File: config.mk
export PLATFORM = sky130hd
export DESIGN_NAME = bzq_pow_cell
export DESIGN_NICKNAME = d
export VERILOG_FILES = /design/src/design/bzq_pkg.sv /design/src/design/bzq_pow_cell.sv
export SDC_FILE = /design/constraint.sdc
export NUM_CORES = 1
export LEC_CHECK = 0
export ABC_CLOCK_PERIOD_IN_PS = 12400
export BUFFER_PORTS_ARGS = -buffer_cell sky130_fd_sc_hd__buf_2
export CAP_MARGIN = 10
export CORE_ASPECT_RATIO = 1.75
export CORE_MARGIN = 2
export CORE_UTILIZATION = 60
export CTS_CLUSTER_SIZE = 8
export DETAILED_ROUTE_END_ITERATION = 10
export PLACE_DENSITY = 0.82
export SLEW_MARGIN = 25
export SYNTH_ARGS = -nofsm -noshare
export SYNTH_HDL_FRONTEND = slang
export SYNTH_SLANG_ARGS = --single-unit
File: constraint.sdc
create_clock -name i_clk -period 12.4 [get_ports i_clk]
set_input_delay 1.86 -clock i_clk [delete_from_list [all_inputs] [get_ports i_clk]]
set_output_delay 1.86 -clock i_clk [all_outputs]
set_load 0.005 [all_outputs]
File: src/design/bzq_pkg.sv
// bzq_pkg: shared types, constants and helpers for the quintic Bezier evaluator.
// No dependencies; used by bzq_pow_cell and quintic_bezier_segment_eval_core.
package bzq_pkg;

    // Q16.16 one, Q1.16 time width
    localparam int unsigned TW    = 17;
    localparam logic [TW-1:0] QONE = 17'd65536;
    // width of control points and their differences
    localparam int unsigned DW    = 56;
    // basis value width: binomial (<= 10) times a Q1.16 product
    localparam int unsigned BW    = 21;
    // width of the final scaled value before saturation
    localparam int unsigned SW    = 81;

    // configuration register indexes
    typedef enum logic [1:0] {
        REG_VEL_FACTOR = 2'd0,
        REG_ACC_FACTOR = 2'd1,
        REG_INV_DUR    = 2'd2,
        REG_INV_DUR_SQ = 2'd3
    } t_reg_idx;

    // power row: slot 0 holds the newest power
    typedef logic [5:0][TW-1:0] t_pow_vec;

    // control points and their first and second differences
    typedef struct packed {
        logic [5:0][DW-1:0] cp;
        logic [4:0][DW-1:0] d1;
        logic [3:0][DW-1:0] d2;
    } t_ctl_pts;

    localparam logic [3:0] BIN5 [6] = '{4'd1, 4'd5, 4'd10, 4'd10, 4'd5, 4'd1};
    localparam logic [3:0] BIN4 [5] = '{4'd1, 4'd4, 4'd6, 4'd4, 4'd1};
    localparam logic [3:0] BIN3 [4] = '{4'd1, 4'd3, 4'd3, 4'd1};

    // saturate to signed 32 bits
    function automatic logic [31:0] sat32(input logic signed [SW-1:0] x);
        logic signed [SW-1:0] mx;
        logic signed [SW-1:0] mn;
        mx = SW'(signed'(33'sh0_7FFF_FFFF));
        mn = SW'(signed'(33'sh1_8000_0000));
        if (x > mx) begin
            return 32'h7FFF_FFFF;
        end else if (x < mn) begin
            return 32'h8000_0000;
        end else begin
            return x[31:0];
        end
    endfunction

endpackage

File: src/design/bzq_pow_cell.sv
// bzq_pow_cell: one cell of the power chain; forms the next power of t and of 1-t.
// Depends on bzq_pkg.
module bzq_pow_cell
    import bzq_pkg::*;
(
    input  logic          i_clk,
    input  logic          i_en,
    input  logic [TW-1:0] i_t,
    input  logic [TW-1:0] i_u,
    input  t_pow_vec      i_tp,
    input  t_pow_vec      i_up,
    output logic [TW-1:0] o_t,
    output logic [TW-1:0] o_u,
    output t_pow_vec      o_tp,
    output t_pow_vec      o_up
);

    logic [2*TW-1:0] w_tprod;
    logic [2*TW-1:0] w_uprod;
    t_pow_vec        n_tp;
    t_pow_vec        n_up;

    // next power, floor of Q1.16 product; older powers shift up one slot
    always_comb begin
        w_tprod = i_tp[0] * i_t;
        w_uprod = i_up[0] * i_u;
        n_tp    = {i_tp[4:0], w_tprod[TW+15:16]};
        n_up    = {i_up[4:0], w_uprod[TW+15:16]};
    end

    always_ff @(posedge i_clk) begin
        if (i_en) begin
            o_t  <= i_t;
            o_u  <= i_u;
            o_tp <= n_tp;
            o_up <= n_up;
        end
    end

endmodule

==> out/qor.yml <==
cts:
  clk_pin_slew_ns: 0.05
  cts_tree: "done"
  cts_buffers: 36
  clockRootBuffer: "clkbuf_16"
  htree_levels: 2
  hold_buffers: 0
  cts_buffer_depth: 3
  post_cts_buffers: 0
  clkSinkCount: 238
  ctsResizeCount: 0
sta:
  rsz0062_at_grt: "false"
  relSlewSlack: 0.470
  fin_tns_setup_ns: 0
  hold_viol: 0
  setup_viol: 0
  maxSlewViolCount: 0
  setup_ws_ns: 4.95
  fmax_mhz: 134
  post-route-period-util: 0.601
  max_slew.worst_pin.slew_ns: 0.795
  fin_crit_ns: 7.45
run:
  max-cap-violations: 0
yosys:
  synth_fp_nets: 3241
  yosys_warnings: 0
  synth_cell_types: 57
  syn_inst: 2355
  synth_area_um2: 25400
  ys_seq_area_frac: 0.281
  syn_avg_cell_area_um2: 10.8
  synthTopCellsByArea: "fa_1 35%, edfxtp_1 28%, ha_1 10%"
  yosysTopAreaCell: "fa_1"
  synthFlopType: "edfxtp_1"
  synth-seq-cells: 238
  synth_top_cell_area_share: 0.348
  synth-async-reset-ratio: 0
  synth_edf_count: 238
power:
  power_density_nw_per_um2: 311
  seq_power_share: 0.146
  p_int_w: 0.00456
  p_clk_frac: 0.099
  switching_power_w: 0.00447
  power_w: 0.00903
  comb_power_share: 0.756
  swShare: 0.495
  ir_worst_vdd_uv: 566
  p_leak_nw: 14.5
floorplan:
  dieArea_um2: 44100
  die_w_um: 160
  core_region_area_um2: 41700
  ios: 478
  rows: 99
  die_height_um: 276
  start_util: 0.609
cells_and_area:
  final_cell_area_um2: 29000
  multiInputGateArea_um2: 16000
  area_delta_synth_final_pct: 14.4
  filler_cell_count: 3096
  drive_gt1_frac: 0.181
  layout_common_cells: "534 x inv_1, 442 x fa_1, 442 x buf_2"
  final-seq-area_um2: 7150
  layout_commonest_cell: "inv_1"
  fin_nets: 3645
drt:
  first_iter_violations: 1158
  antenna_left: 0
  met3_length_mm: 6.48
  met1Wirelength_mm: 21.8
  dr_wl_met2_mm: 38.8
  wl_mm: 72.5
  vias_per_cell: 5.62
  via_count: 18700
  drc: 0
  routedWlPerCell_um: 21.8
  top_layer: "met5"
  dr.pass1.iters: 7
grt:
  overflow: 0
  grt_pass1_wl_mm: 115
  grt_max_degree: 99
  gr-usage-all-layers: 0.342
  antenna_found_initial: 5
  grt_pass1_vias: 21300
setup_path:
  crit_required_ns: 12.64
  worstSetupPathType: "in2reg"
  start_kind: "input port"
  crit_fanout: 18
  end_kind: "flop"
  worstPathArrival_ns: 7.70
outcome:
  status: "finished, final reports clean"
hold_path:
  min_path_type: "in2reg"
placement:
  placed_area_um2: 28000
  place_ws_ns: 4.50
  globalplace.congestion: 0.979
  dp_hpwl_mm: 58.4
  port_buffers: 443
routing by layer:
metal,track usage,up-vias
met2,0.622,1031
met4,0.218,2
met3,0.0855,344
met1,0.345,9314
met5,0,-
li1,-,7993
power by group through the flow:
| stage | clock network, W | registers (W) | logic [W] |
|---|---|---|---|
| final | 0.000891 | 0.00132 | 0.00682 |
| after global routing | 0.000937 | 0.00132 | 0.00766 |
| after CTS | 0.000908 | 0.00132 | 0.00683 |
| after detailed placement | 0 | 0.00133 | 0.00675 |
| after global placement | 0 | 0.00133 | 0.00655 |
| after floorplan | 0 | 0.00133 | 0.00477 |
final cells by class:
cell class	instances	area share
multi-input combinational	1504	0.549
sequential	238	0.246
timing repair buffer	445	0.0773
inverter	534	0.0690
clock buffer	39	0.0321
tap	555	0.0239
clock inverter	4	0.00202
antenna	4	0.000345
registers in the layout, summed over array words and instances, names as in the netlist:
signal,count
o_up,102
o_u,17
o_tp,102
o_t,17
path summary, 6_finish.rpt:
| kind | startpoint | to | slack [ns] | depth (start not counted) |
|---|---|---|---|---|
| setup / recovery | i_up[7] | o_up[10]$_DFFE_PP_ | 4.95 | 21 |
| hold / removal | i_tp[72] | o_tp[89]$_DFFE_PP_ | 1.49 | 1 |
cells in the mapped netlist, types with 6 or more instances:
library cell / instances
a21o_1: 21
a21oi_1: 52
a31oi_1: 6
and2_1: 233
clkbuf_1: 79
edfxtp_1: 238
fa_1: 442
ha_1: 204
inv_1: 534
nand2_1: 361
nand3_1: 10
nand4_1: 10
nor2_1: 21
nor3_1: 7
o21ai_0: 23
o21bai_1: 6
xnor2_1: 28
xor2_1: 11
logic make-up after synthesis:
family | Yosys count | share of synthesized area
compound gates | 146 | 0.0376
simple gates | 672 | 0.128
buf+inv | 613 | 0.0906
fa+ha+maj | 646 | 0.449
xor+xnor | 39 | 0.0134
flops | 238 | 0.281
mux | 1 | 0.000394
worst max-delay path: stages:
cell	delay, ns
buf_2	0.39
nand2_1	0.16
fa_1	0.57
inv_1	0.06
fa_1	0.51
inv_1	0.07
fa_1	0.56
inv_1	0.06
fa_1	0.47
fa_1	0.51
inv_1	0.05
fa_1	0.50
inv_1	0.05
ha_1	0.34
a21oi_1	0.23
nand2_1	0.10
nor4_1	0.37
a21oi_1	0.18
a31o_2	0.30
a41oi_2	0.21
xnor2_1	0.12
metrics by stage:
| step | std cells | utilization | hold WS (ns) |
|---|---|---|---|
| after floorplan | 2355 | - | 1.96 |
| after global placement | 3276 | 0.672 | 2.04 |
| after detailed placement | 3276 | 0.672 | 2.04 |
| after CTS | 3319 | 0.696 | 1.47 |
| after global routing | 3323 | 0.696 | 1.47 |
| final | 3323 | 0.696 | 1.49 |
Note: power is estimated with default switching activity, not from simulation.
